===== config.mk =====
export PLATFORM = sky130hd
export DESIGN_NAME = vacs_ctrl
export DESIGN_NICKNAME = d
export VERILOG_FILES = /design/src/rtl/vacs_pkg.sv /design/src/rtl/vacs_ctrl.sv
export SDC_FILE = /design/constraint.sdc
export NUM_CORES = 1
export LEC_CHECK = 0
export BUFFER_PORTS_ARGS = -buffer_cell sky130_fd_sc_hd__buf_4
export CAP_MARGIN = 30
export CORE_UTILIZATION = 42
export CTS_CLUSTER_SIZE = 30
export DETAILED_ROUTE_END_ITERATION = 7
export PLACE_DENSITY = 0.81
export SYNTH_ARGS = -nofsm -noshare
export SYNTH_HDL_FRONTEND = slang
export SYNTH_SLANG_ARGS = --single-unit
export TNS_END_PERCENT = 100

===== constraint.sdc =====
create_clock -name i_clk -period 1.57 [get_ports i_clk]
set_clock_uncertainty 0.05 [all_clocks]
set_input_delay 0.314 -clock i_clk [delete_from_list [all_inputs] [get_ports i_clk]]
set_output_delay 0.314 -clock i_clk [all_outputs]
set_load 0.01 [all_outputs]

===== src/rtl/vacs_pkg.sv =====
package vacs_pkg;

    localparam logic [1:0] ACT_WRITE = 2'd0;
    localparam logic [1:0] ACT_TICK  = 2'd1;
    localparam logic [1:0] ACT_SET   = 2'd2;

    localparam logic [1:0] REG_BOX_WIDTH  = 2'd0;
    localparam logic [1:0] REG_BOX_HEIGHT = 2'd1;
    localparam logic [1:0] REG_GRAV_ACCEL = 2'd2;
    localparam logic [1:0] REG_GRAV_ON    = 2'd3;

    localparam logic signed [23:0] POS_MAX = 24'sh7FFFFF;
    localparam logic signed [23:0] POS_MIN = -24'sh800000;

    // controller -> datapath
    typedef struct packed {
        logic       load;      // capture input item
        logic       do_write;  // write one voxel
        logic       do_set;    // set position
        logic       grav;      // apply gravity to vy
        logic       amt;       // register move amount for current axis
        logic       range;     // register voxel range of box moved along current axis
        logic       scan_init; // reset scan indices
        logic       scan_step; // visit one voxel
        logic       commit;    // commit axis result
        logic [1:0] axis;
        logic       clr_step;
    } t_cmd;

    // datapath -> controller
    typedef struct packed {
        logic amt_zero;
        logic range_empty;
        logic scan_last;
        logic clr_last;
    } t_status;

    function automatic logic signed [23:0] sat24(input logic signed [41:0] v);
        if (v > 42'sd8388607) begin
            return POS_MAX;
        end else if (v < -42'sd8388608) begin
            return POS_MIN;
        end else begin
            return v[23:0];
        end
    endfunction

endpackage


===== src/rtl/vacs_ctrl.sv =====
module vacs_ctrl
    import vacs_pkg::*;
(
    input  logic       i_clk,
    input  logic       i_rst_n,
    input  logic       i_valid,
    output logic       o_ready,
    input  logic [1:0] i_action,
    output logic       o_valid,
    input  logic       i_ready,
    input  t_status    i_status,
    output t_cmd       o_cmd
);

    localparam logic [3:0] S_CLEAR = 4'd0;
    localparam logic [3:0] S_IDLE  = 4'd1;
    localparam logic [3:0] S_DEC   = 4'd2;
    localparam logic [3:0] S_GRAV  = 4'd3;
    localparam logic [3:0] S_AMT   = 4'd4;
    localparam logic [3:0] S_RANGE = 4'd5;
    localparam logic [3:0] S_CHK   = 4'd6;
    localparam logic [3:0] S_SCAN  = 4'd7;
    localparam logic [3:0] S_COMM  = 4'd8;
    localparam logic [3:0] S_OUT   = 4'd9;

    logic [3:0] r_state, n_state;
    logic [1:0] r_axis, n_axis;
    logic [1:0] r_act;
    logic       r_out_valid, n_out_valid;

    // one result register: a new item may not enter until it has gone
    assign o_ready = (r_state == S_IDLE) && !r_out_valid;
    assign o_valid = r_out_valid;

    always_comb begin
        n_state     = r_state;
        n_axis      = r_axis;
        n_out_valid = r_out_valid && !i_ready;
        o_cmd       = '0;
        o_cmd.axis  = r_axis;
        case (r_state)
            S_CLEAR: begin
                o_cmd.clr_step = 1'b1;
                if (i_status.clr_last) n_state = S_IDLE;
            end
            S_IDLE: begin
                if (i_valid && o_ready) begin
                    o_cmd.load = 1'b1;
                    n_state    = S_DEC;
                end
            end
            S_DEC: begin
                if (r_act == ACT_WRITE) begin
                    o_cmd.do_write = 1'b1;
                    n_state        = S_OUT;
                end else if (r_act == ACT_SET) begin
                    o_cmd.do_set = 1'b1;
                    n_state      = S_OUT;
                end else if (r_act == ACT_TICK) begin
                    n_state = S_GRAV;
                end else begin
                    n_state = S_OUT;
                end
            end
            S_GRAV: begin
                o_cmd.grav = 1'b1;
                n_axis     = 2'd0;
                n_state    = S_AMT;
            end
            S_AMT: begin
                o_cmd.amt = 1'b1;
                n_state   = S_RANGE;
            end
            S_RANGE: begin
                if (i_status.amt_zero) begin
                    n_state = (r_axis == 2'd2) ? S_OUT : S_AMT;
                    n_axis  = r_axis + 2'd1;
                end else begin
                    o_cmd.range = 1'b1;
                    n_state     = S_CHK;
                end
            end
            S_CHK: begin
                o_cmd.scan_init = 1'b1;
                n_state         = i_status.range_empty ? S_COMM : S_SCAN;
            end
            S_SCAN: begin
                o_cmd.scan_step = 1'b1;
                if (i_status.scan_last) n_state = S_COMM;
            end
            S_COMM: begin
                o_cmd.commit = 1'b1;
                n_state      = (r_axis == 2'd2) ? S_OUT : S_AMT;
                n_axis       = r_axis + 2'd1;
            end
            S_OUT: begin
                n_out_valid = 1'b1;
                n_state     = S_IDLE;
            end
            default: n_state = S_IDLE;
        endcase
    end

    always_ff @(posedge i_clk) begin
        if (!i_rst_n) begin
            r_state     <= S_CLEAR;
            r_axis      <= 2'd0;
            r_out_valid <= 1'b0;
        end else begin
            r_state     <= n_state;
            r_axis      <= n_axis;
            r_out_valid <= n_out_valid;
        end
        if (o_cmd.load) r_act <= i_action;
    end

    a_out_in_idle: assert property (@(posedge i_clk) disable iff (!i_rst_n)
        r_out_valid |-> (r_state == S_IDLE || r_state == S_DEC || r_state == S_CLEAR
                         || r_state == S_OUT || r_state == S_GRAV || r_state == S_AMT
                         || r_state == S_RANGE || r_state == S_CHK || r_state == S_SCAN
                         || r_state == S_COMM) && !o_ready)
        else $error("ready while result pending");
    a_load_idle: assert property (@(posedge i_clk) disable iff (!i_rst_n)
        o_cmd.load |=> (r_state == S_DEC))
        else $error("load did not start decode");
    a_out_once: assert property (@(posedge i_clk) disable iff (!i_rst_n)
        (r_state == S_OUT) |=> r_out_valid)
        else $error("result not raised");
    a_axis: assert property (@(posedge i_clk) disable iff (!i_rst_n)
        o_cmd.commit |-> (r_axis != 2'd3))
        else $error("bad axis");

endmodule


==> results of run 1 <==
## routing by layer
metal,vias to the layer above,wire length [um],global-route usage [%]
met5,-,0,0
met3,22,249,7.61
li1,399,-,-
met2,73,1480,61.7
met1,431,1110,41.4
met4,0,174,20.8
## sequential cells by signal, summed over array words and instances (netlist names)
| register | cells |
|---|---|
| r_act | 2 |
| r_axis | 2 |
| r_state | 4 |
| o_valid | 1 |
## final cells by class
cell class / count / area share (%)
timing repair buffer: 45 / 32.6
inverter: 8 / 2.49
tap: 15 / 1.55
clock buffer: 4 / 2.18
multi-input combinational: 60 / 43.7
sequential: 9 / 17.4
## cells in the final DEF (no fill, tap or decap), types with 2 or more instances in the layout
cell type / n
a21oi_1: 2
clkbuf_4: 3
dfxtp_1: 3
nor4_1: 2
and2_4: 2
nor4_4: 3
nor2_1: 3
dfxtp_4: 2
nor3_4: 3
inv_1: 8
dfxtp_2: 2
nand2b_4: 3
edfxtp_1: 2
a21o_1: 2
a31oi_1: 2
buf_4: 31
o21ai_0: 3
nor2_4: 2
buf_6: 13
nand2_1: 3
nand3_1: 4
## final timing paths
path / endpoint / slack, ns / cells past startpoint / startpoint
max: r_state[3] / -0.21 / 5 / r_state[0]
min: r_act[1] / 0.17 / 1 / i_action[1]
max reg2reg: r_state[3] / -0.21 / 5 / r_state[0]
min reg2reg: r_axis[1] / 0.47 / 1 / r_axis[1]
## what timing repair did
| item | CTS | global route |
|---|---|---|
| hold endpoints to repair | 0 | 0 |
| setup endpoints to repair | 13 | 14 |
| buffers inserted | 8 | 4 |
| pin swaps | 4 | 5 |
| gates resized for setup | 31 | 16 |
| hold buffers | 0 | 0 |
| gates cloned | 0 | 0 |
## power by group through the flow
| stage | clock network, mW | registers, mW | logic [mW] |
|---|---|---|---|
| 2_1_floorplan | 0 | 0.255 | 0.0646 |
| 5_1_grt | 0.199 | 0.251 | 0.239 |
| 3_5_place_dp | 0 | 0.256 | 0.133 |
| 6_report | 0.191 | 0.251 | 0.232 |
| 4_1_cts | 0.190 | 0.251 | 0.190 |
| 3_3_place_gp | 0 | 0.255 | 0.131 |
## cell families (layout without fill, tap and decap cells)
group | Yosys count | count (layout) | share of synthesized area, %
simple gates | 40 | 40 | 36.4
compound gates | 19 | 19 | 22.3
fa+ha+maj | 1 | 1 | 1.96
buf+inv | 13 | 57 | 8.02
flops | 9 | 9 | 31.3
## stage by stage
| stage | util (%) | cell area [sq um] |
|---|---|---|
| finish | 89.4 | 1210 |
| global route | 89.4 | 1210 |
| CTS | 82.3 | 1110 |
| detailed placement | 65.9 | 890 |
| global placement | 65.9 | 890 |
| floorplan | - | 644 |
==> reports/qor.txt, run 1 <==
Register clock-pin slew on the reported worst setup and hold paths - 0.06 ns
Family of cells with the greatest summed delay on the critical path - simple AND/OR/NAND/NOR gates
Cell internal power dissipation - 0.461 mW
Number of setup violations in the final report - 12
Delay contributed by the slowest stage of the critical path - 0.40 ns
NumNets Final - 138
Storage element area - 210 sq um
Relative slew slack - 75.8%
Worst path cell trace - buf_4 -> nor3b_1 -> a31oi_1 -> or3_1 -> a311oi_2
Total net switching power - 0.212 mW
Flop pwr share - 37.2%
Startpoint types - flip-flop
Worst Hold Class - primary input to flip-flop
Required @ worst endpoint - 1.68 ns
TritonCTS buffer count - 3
Most frequent cells after synthesis - inv_1, dfxtp_1, nor2_1, nor3_1, nor4_1
Number of fillers in the final layout - 54
Area used by multi-input combinational logic - 528 sq um
Synthesized instance count - 82
Number of synthesized register bits - 9
Cell Count, Final, Fillers Out - 141
Via count of the first global-routing pass - 789
Area leader, netlist - dfxtp_1
Biggest area contributors in the synthesized netlist - dfxtp_1, edfxtp_1, nor4_1, inv_1, nand2b_1
Die W - 41.0 um
Post-route clock period utilization - 114%
Iteration count of the initial detailed-routing pass - 4
Unrepaired setup endpoints after global routing - true
Per-instance average area after synthesis - 7.80 sq um
Kind of end point of the critical path - flip-flop
Number of remaining DRC errors - 0
Worst hold slack across all endpoints - 0.167 ns
Wire length of the first global-routing pass - 3.75 mm
Pin count of the biggest net entering global routing - 12
Number of rows created at floorplan - 13
Vias - 925
Post-detailed-route wirelength per cell - 21.4 um
Worst-path maximum fanout - 2
Residual antenna-violating net count after detailed routing - 0
Antenna violations before repair - 0
Port Buffer Count - 23
CTS tree - done
Pwr dens - 558 mW/mm^2
Peak Freq - 560 MHz
Clock network fraction of design power - 28.4%
Data arrival time of the critical path - 1.90 ns
Drt first-iter violations - 52
Placed instance count - 125
Post-synthesis cell area - 639 sq um
Synth-to-Final Area Change - 88.8%
Fin worst setup slack - -0.214 ns
Root Buffer - clkbuf_4
Remaining global-route overflow - 0
Combined global-route utilization of all metal layers - 36.3%
Count of flip-flops with a built-in enable after synthesis - 2
Crit path buf inv count - 1
Standby leakage power - 0.496 nW
Number of levels the H-tree was split into - 1
Layout cells sized above 1 - 57.1%
Violated checks - setup timing
Share of synthesized flip-flops with an asynchronous set or reset - 0%
Highest ir drop seen on vdd - 0.541 mV
Critical path class - flip-flop to flip-flop
Sum of internal, switching and leakage power - 0.674 mW
Pre-CTS setup slack - -0.0431 ns
Global placement routability congestion - 0.999
Sequential-to-total area share from yosys stat - 31.3%
Post-Route Setup TNS - -1.12 ns
Share of the synthesized area in the top cell type - 21.9%
Worst-case clock buffer depth - 2
Final-report max-slew violation count - 0
Num Clock Sinks - 9
Post-Route WL - 3.01 mm
Most instantiated flip-flop cell in the synthesis netlist - dfxtp_1
Status - finished, violations left
Most frequently used cell type in the post-synthesis netlist - inv_1
Area of the die - 0.00168 sq mm
Critical-path cell with the highest stage delay - or3_1
Max-cap viol count - 0
Initial standard-cell utilization of the core - 47.4%
Combinational power share - 34.4%
Final HPWL from detailed placement - 1.36 mm
Clock latency of the later-clocked register in the worst-skew pair - 0.27 ns
Std-Cell Core Area - 0.00135 sq mm
Pin slew with the least headroom to its limit - 0.359 ns
Final number of hold-violating endpoints - 0
Via density - 6.56
Number of antenna cells inserted - 0
Clock period minus final worst setup slack - 1.78 ns
Die Y-Extent - 41.0 um
Sw frac - 31.5%
Synth cell types - 37
Warnings, synthesis - 0
Io pins - 24
Mapped Nets - 93
(Power assumes the default switching activity.)
==> run 2: changes to the inputs <==
==> constraint.sdc (replaced) <==
create_clock -name i_clk -period 1.57 [get_ports i_clk]
set_clock_uncertainty 0.05 [all_clocks]
set_input_delay 0 -clock i_clk [delete_from_list [all_inputs] [get_ports i_clk]]
set_output_delay 0 -clock i_clk [all_outputs]
set_load 0.01 [all_outputs]
==> run 2 against run 1 <==
Worst hold slack worse by 0.16 ns. First-iteration DRC count is 48% lower. Routed wire length decreased by 36%. Clock power down 4%. Fmax rose by 15%. Highest routed layer unchanged. Worst setup slack improved by 0.23 ns. The flow now finishes without violations. Combinational power shrank 38%. Non-clock buffer count shrank 8. Power shrank 14%.
==> reports/qor.txt, run 2 (same netlist as run 1, synthesis figures left out) <==
Status - completed
Root Buffer - clkbuf_4
Worst path cell trace - or2_1 -> a311o_1 -> and4_4 -> a221oi_2
Number of flip-flops under the largest register name - 4
Residual antenna-violating net count after detailed routing - 0
Unrepaired setup endpoints after global routing - true
Register clock-pin slew on the reported worst setup and hold paths - 0.07 ns
Total net switching power - 0.166 mW
Final HPWL from detailed placement - 1.38 mm
Number of levels the H-tree was split into - 1
Post-detailed-route wirelength per cell - 14.4 um
Worst Hold Class - primary input to flip-flop
Final-report max-slew violation count - 0
Via density - 5.96
Pwr dens - 572 mW/mm^2
Number of antenna cells inserted - 0
Synth-to-Final Area Change - 58.3%
Via count of the first global-routing pass - 634
Crit Reg-Reg Startpoint - r_state[2]
Cell count of the worst hold path - 3
TritonCTS buffer count - 3
Leading registers by flop count - r_state x4, r_act x2, r_axis x2
CTS tree - done
Most frequent cells in the layout - buf_4, inv_1, nor2_1, dfxtp_1
Global placement routability congestion - 0.956
Number of fillers in the final layout - 106
Vias - 793
Delay contributed by the slowest stage of the critical path - 0.37 ns
Num Clock Sinks - 9
Commonest non-fill, non-tap cell in the layout - buf_4
Flop pwr share - 43.6%
Data arrival time of the critical path - 1.66 ns
Peak Freq - 645 MHz
Capturing point of the worst reg2reg path - r_state[0]
Number of remaining DRC errors - 0
Family of cells with the greatest summed delay on the critical path - compound AO/OA/AOI/OAI gates
Pin count of the biggest net entering global routing - 13
Logic depth of the worst register-to-register path - 4
Clock period minus final worst setup slack - 1.55 ns
Clock network fraction of design power - 31.6%
Critical path class - flip-flop to flip-flop
Die W - 41.0 um
Standby leakage power - 0.429 nW
Worst-case clock buffer depth - 2
Kind of end point of the critical path - flip-flop
Iteration count of the initial detailed-routing pass - 4
Critical-path cell with the highest stage delay - dfxtp_4
Wire length of the first global-routing pass - 2.69 mm
Required @ worst endpoint - 1.68 ns
Std-Cell Core Area - 0.00135 sq mm
Remaining global-route overflow - 0
Combined global-route utilization of all metal layers - 25.1%
Worst-path maximum fanout - 7
NumNets Final - 130
Initial standard-cell utilization of the core - 47.4%
Number of rows created at floorplan - 13
Sw frac - 28.7%
Clock latency of the later-clocked register in the worst-skew pair - 0.27 ns
Highest ir drop seen on vdd - 0.479 mV
Die Y-Extent - 41.0 um
Io pins - 24
Register ranked first by flip-flop count - r_state
Sum of internal, switching and leakage power - 0.579 mW
Cell internal power dissipation - 0.413 mW
Post-Route WL - 1.92 mm
Area of the die - 0.00168 sq mm
Post-route clock period utilization - 98.7%
Max-cap viol count - 0
Cell depth of the worst setup path - 4
Crit path buf inv count - 0
Final number of hold-violating endpoints - 0
Post-Route Setup TNS - 0 ns
Layout cells sized above 1 - 40.7%
Register-to-register setup slack - 0.02 ns
Antenna violations before repair - 0
Launch point of the critical path - r_state[2]
Relative slew slack - 79.6%
Drt first-iter violations - 27
Startpoint types - flip-flop
Number of setup violations in the final report - 0
CP endpoint - r_state[0]
Port Buffer Count - 23
Combinational power share - 24.8%
Pin slew with the least headroom to its limit - 0.304 ns
## run 2: timing repair
item | 4_1_cts | 5_1_grt
endpoints found under the hold margin | 5 | 0
pin swaps | 0 | 2
gates resized for setup | 2 | 12
setup buffers | 0 | 1
setup endpoints to repair | 3 | 6
hold buffers | 4 | 0
## run 2: worst min path at each step
stage	start	to
2_1_floorplan	i_status[3]	o_cmd[6]
3_3_place_gp	i_action[0]	r_act[0]
3_5_place_dp	i_action[1]	r_act[1]
4_1_cts	i_status[1]	r_state[1]
5_1_grt	i_status[1]	r_state[1]
6_report	i_status[1]	r_state[1]
## run 2: stage by stage
stage          instances  util, %  instance area, sq um  hold WS, ns  setup slack, ns
2_1_floorplan         82        -                   644     0.000398           0.0194
3_3_place_gp         124     65.3                   882        0.129            0.106
3_5_place_dp         124     65.3                   882        0.130           0.0488
4_1_cts              132     71.1                   960      0.00390           0.0256
5_1_grt              133     75.0                  1010       0.0117          -0.0574
6_report             133     75.0                  1010      0.00659           0.0200
## run 2: worst reg2reg max path: cells and delay by family, from the launching register on
family / cells / cell delay (ns)
flops: 1 / 0.37
simple gates: 2 / 0.44
compound gates: 2 / 0.59
## run 2: power by group through the flow
| stage | clock [mW] | sequential, mW | combinational (mW) |
|---|---|---|---|
| 6_report | 0.183 | 0.253 | 0.143 |
| 5_1_grt | 0.199 | 0.253 | 0.153 |
| 4_1_cts | 0.187 | 0.251 | 0.136 |
| 3_5_place_dp | 0 | 0.256 | 0.125 |
| 3_3_place_gp | 0 | 0.255 | 0.122 |
| 2_1_floorplan | 0 | 0.255 | 0.0646 |
## run 2: layer usage
| metal | vias to the layer above | global-route usage [%] | routed length, um |
|---|---|---|---|
| met4 | 0 | 15.8 | 70 |
| met5 | - | 0 | 0 |
| li1 | 376 | - | - |
| met3 | 12 | 4.35 | 153 |
| met2 | 49 | 38.7 | 937 |
| met1 | 356 | 31.9 | 759 |
## run 2: layout make-up
class | instances | area, sq um | share of cell area [%]
clock buffer | 4 | 26.3 | 2.60
timing repair buffer | 37 | 295 | 29.2
tap | 15 | 18.8 | 1.85
inverter | 8 | 30.0 | 2.97
multi-input combinational | 60 | 437 | 43.1
sequential | 9 | 205 | 20.3
==> run 3: changes to the inputs <==
Settings changed: BUFFER_PORTS_ARGS -buffer_cell sky130_fd_sc_hd__buf_4 to -buffer_cell sky130_fd_sc_hd__buf_2.
==> run 3 against run 2 <==
Worst setup slack improved by 0.042 ns. Flip-flop and latch count unchanged. Routed wire length decreased by 3.2%. Cell area decreased by 8.9%. Largest cell class unchanged. Largest power group unchanged.
==> reports/qor.txt, run 3 (same netlist as run 1, synthesis figures left out) <==
Status - completed
Final HPWL from detailed placement - 1.25 mm
Die W - 41.0 um
Via count of the first global-routing pass - 617
Worst-path maximum fanout - 8
Area of the die - 0.00168 sq mm
Num Clock Sinks - 9
Pin slew with the least headroom to its limit - 0.281 ns
Antenna violations before repair - 0
Relative slew slack - 81.1%
Register-to-register setup slack - 0.08 ns
Standby leakage power - 0.408 nW
Std-Cell Core Area - 0.00135 sq mm
Global routing usage on met1 - 27.7%
Cell Count, Final, Fillers Out - 131
Launch point of the critical path - r_state[2]
Register clock-pin slew on the reported worst setup and hold paths - 0.06 ns
Post-Route WL - 1.86 mm
Crit Reg-Reg Startpoint - r_state[2]
Grt peak-use layer - met2
Commonest non-fill, non-tap cell in the layout - buf_2
Combined global-route utilization of all metal layers - 24.0%
Iteration count of the initial detailed-routing pass - 4
Port Buffer Count - 23
Worst Hold Class - primary input to flip-flop
Number of antenna cells inserted - 0
Post-route clock period utilization - 96.0%
Drt first-iter violations - 28
Root Buffer - clkbuf_4
Global placement routability congestion - 0.977
Placed instance count - 123
Number of remaining DRC errors - 0
Data arrival time of the critical path - 1.46 ns
Post-detailed-route wirelength per cell - 14.2 um
Number of fillers in the final layout - 110
Synth-to-Final Area Change - 44.2%
Final-report max-slew violation count - 0
Register ranked first by flip-flop count - r_state
Met3 GRT Util - 5.98%
Vias - 794
Critical path class - flip-flop to primary output
Most frequent cells in the layout - buf_2, inv_1, buf_4
TritonCTS buffer count - 3
Io pins - 24
Peak Freq - 663 MHz
Required @ worst endpoint - 1.52 ns
Via density - 6.06
Worst-case clock buffer depth - 2
Final number of hold-violating endpoints - 0
Leading registers by flop count - r_state x4, r_act x2, r_axis x2
Wire length of the first global-routing pass - 2.61 mm
Clock latency of the later-clocked register in the worst-skew pair - 0.26 ns
Met2 Resource Use GR - 41.8%
Number of levels the H-tree was split into - 1
Highest ir drop seen on vdd - 0.618 mV
CTS tree - done
Layout cells sized above 1 - 37.9%
Remaining global-route overflow - 0
Number of flip-flops under the largest register name - 4
Startpoint types - flip-flop
Pin count of the biggest net entering global routing - 17
Max-cap viol count - 0
Die Y-Extent - 41.0 um
Post-Route Setup TNS - 0 ns
Initial standard-cell utilization of the core - 47.4%
Number of setup violations in the final report - 0
Residual antenna-violating net count after detailed routing - 0
Kind of end point of the critical path - primary output
Number of rows created at floorplan - 13
Start point of the worst hold path - i_ready
Unrepaired setup endpoints after global routing - false
Pwr dens - 610 mW/mm^2
NumNets Final - 128
Clock period minus final worst setup slack - 1.51 ns
## run 3: changes by cell type in the layout (fill, tap and decap cells not counted), sizes merged
cell and delta:
buf -2
## run 3: routing by layer
metal,vias up,share of wire (%)
li1,377,-
met3,6,9.3
met5,-,0
met1,369,40
met4,0,1.5
met2,42,49
## run 3: final timing paths
kind                                   end  cells after the start
worst max register to register  r_state[0]                      4
worst max-delay path             o_cmd[11]                      4
worst min-delay path               o_valid                      3
worst min register to register   r_axis[1]                      1
## run 3: final cells by class
class | instances | area, sq um | share of cell area [%]
Multi-Input combinational cell | 60 | 417 | 45.2
Timing Repair Buffer | 35 | 228 | 24.7
Sequential cell | 9 | 203 | 22.0
Inverter | 8 | 30.0 | 3.26
Clock buffer | 4 | 26.3 | 2.85
Tap cell | 15 | 18.8 | 2.04
## run 3: what timing repair did
item | in CTS | in global routing
hold buffers | 4 | 0
endpoints found under the setup margin | 2 | 6
setup buffers | 0 | 0
gates resized for setup | 2 | 6
pin swaps | 0 | 0
endpoints found under the hold margin | 5 | 0
## run 3: where the power goes
part	switching, mW	internal, mW	leakage, nW
clock	0.0798	0.0978	0.0150
sequential	0.00875	0.245	0.0758
combinational	0.0686	0.0627	0.317
total	0.157	0.405	0.408
## run 3: through the flow
stage               hold slack, ns  utilization, %  instance area (sq um)  setup WS (ns)  total power, mW
floorplan                 0.000398               -                    644         0.0194            0.320
global placement             0.126            61.4                    830          0.103            0.366
detailed placement           0.128            61.4                    830         0.0619            0.368
CTS                         0.0241            67.2                    907         0.0198            0.558
global route                0.0337            68.3                    922         0.0206            0.594
finish                      0.0262            68.3                    922         0.0622            0.562
## run 3: worst max-delay path: stages (launching register included)
cell and delay (ns):
dfxtp_2 0.36, or2_4 0.26, nor3_2 0.23, and2_4 0.20
buf_2 0.14
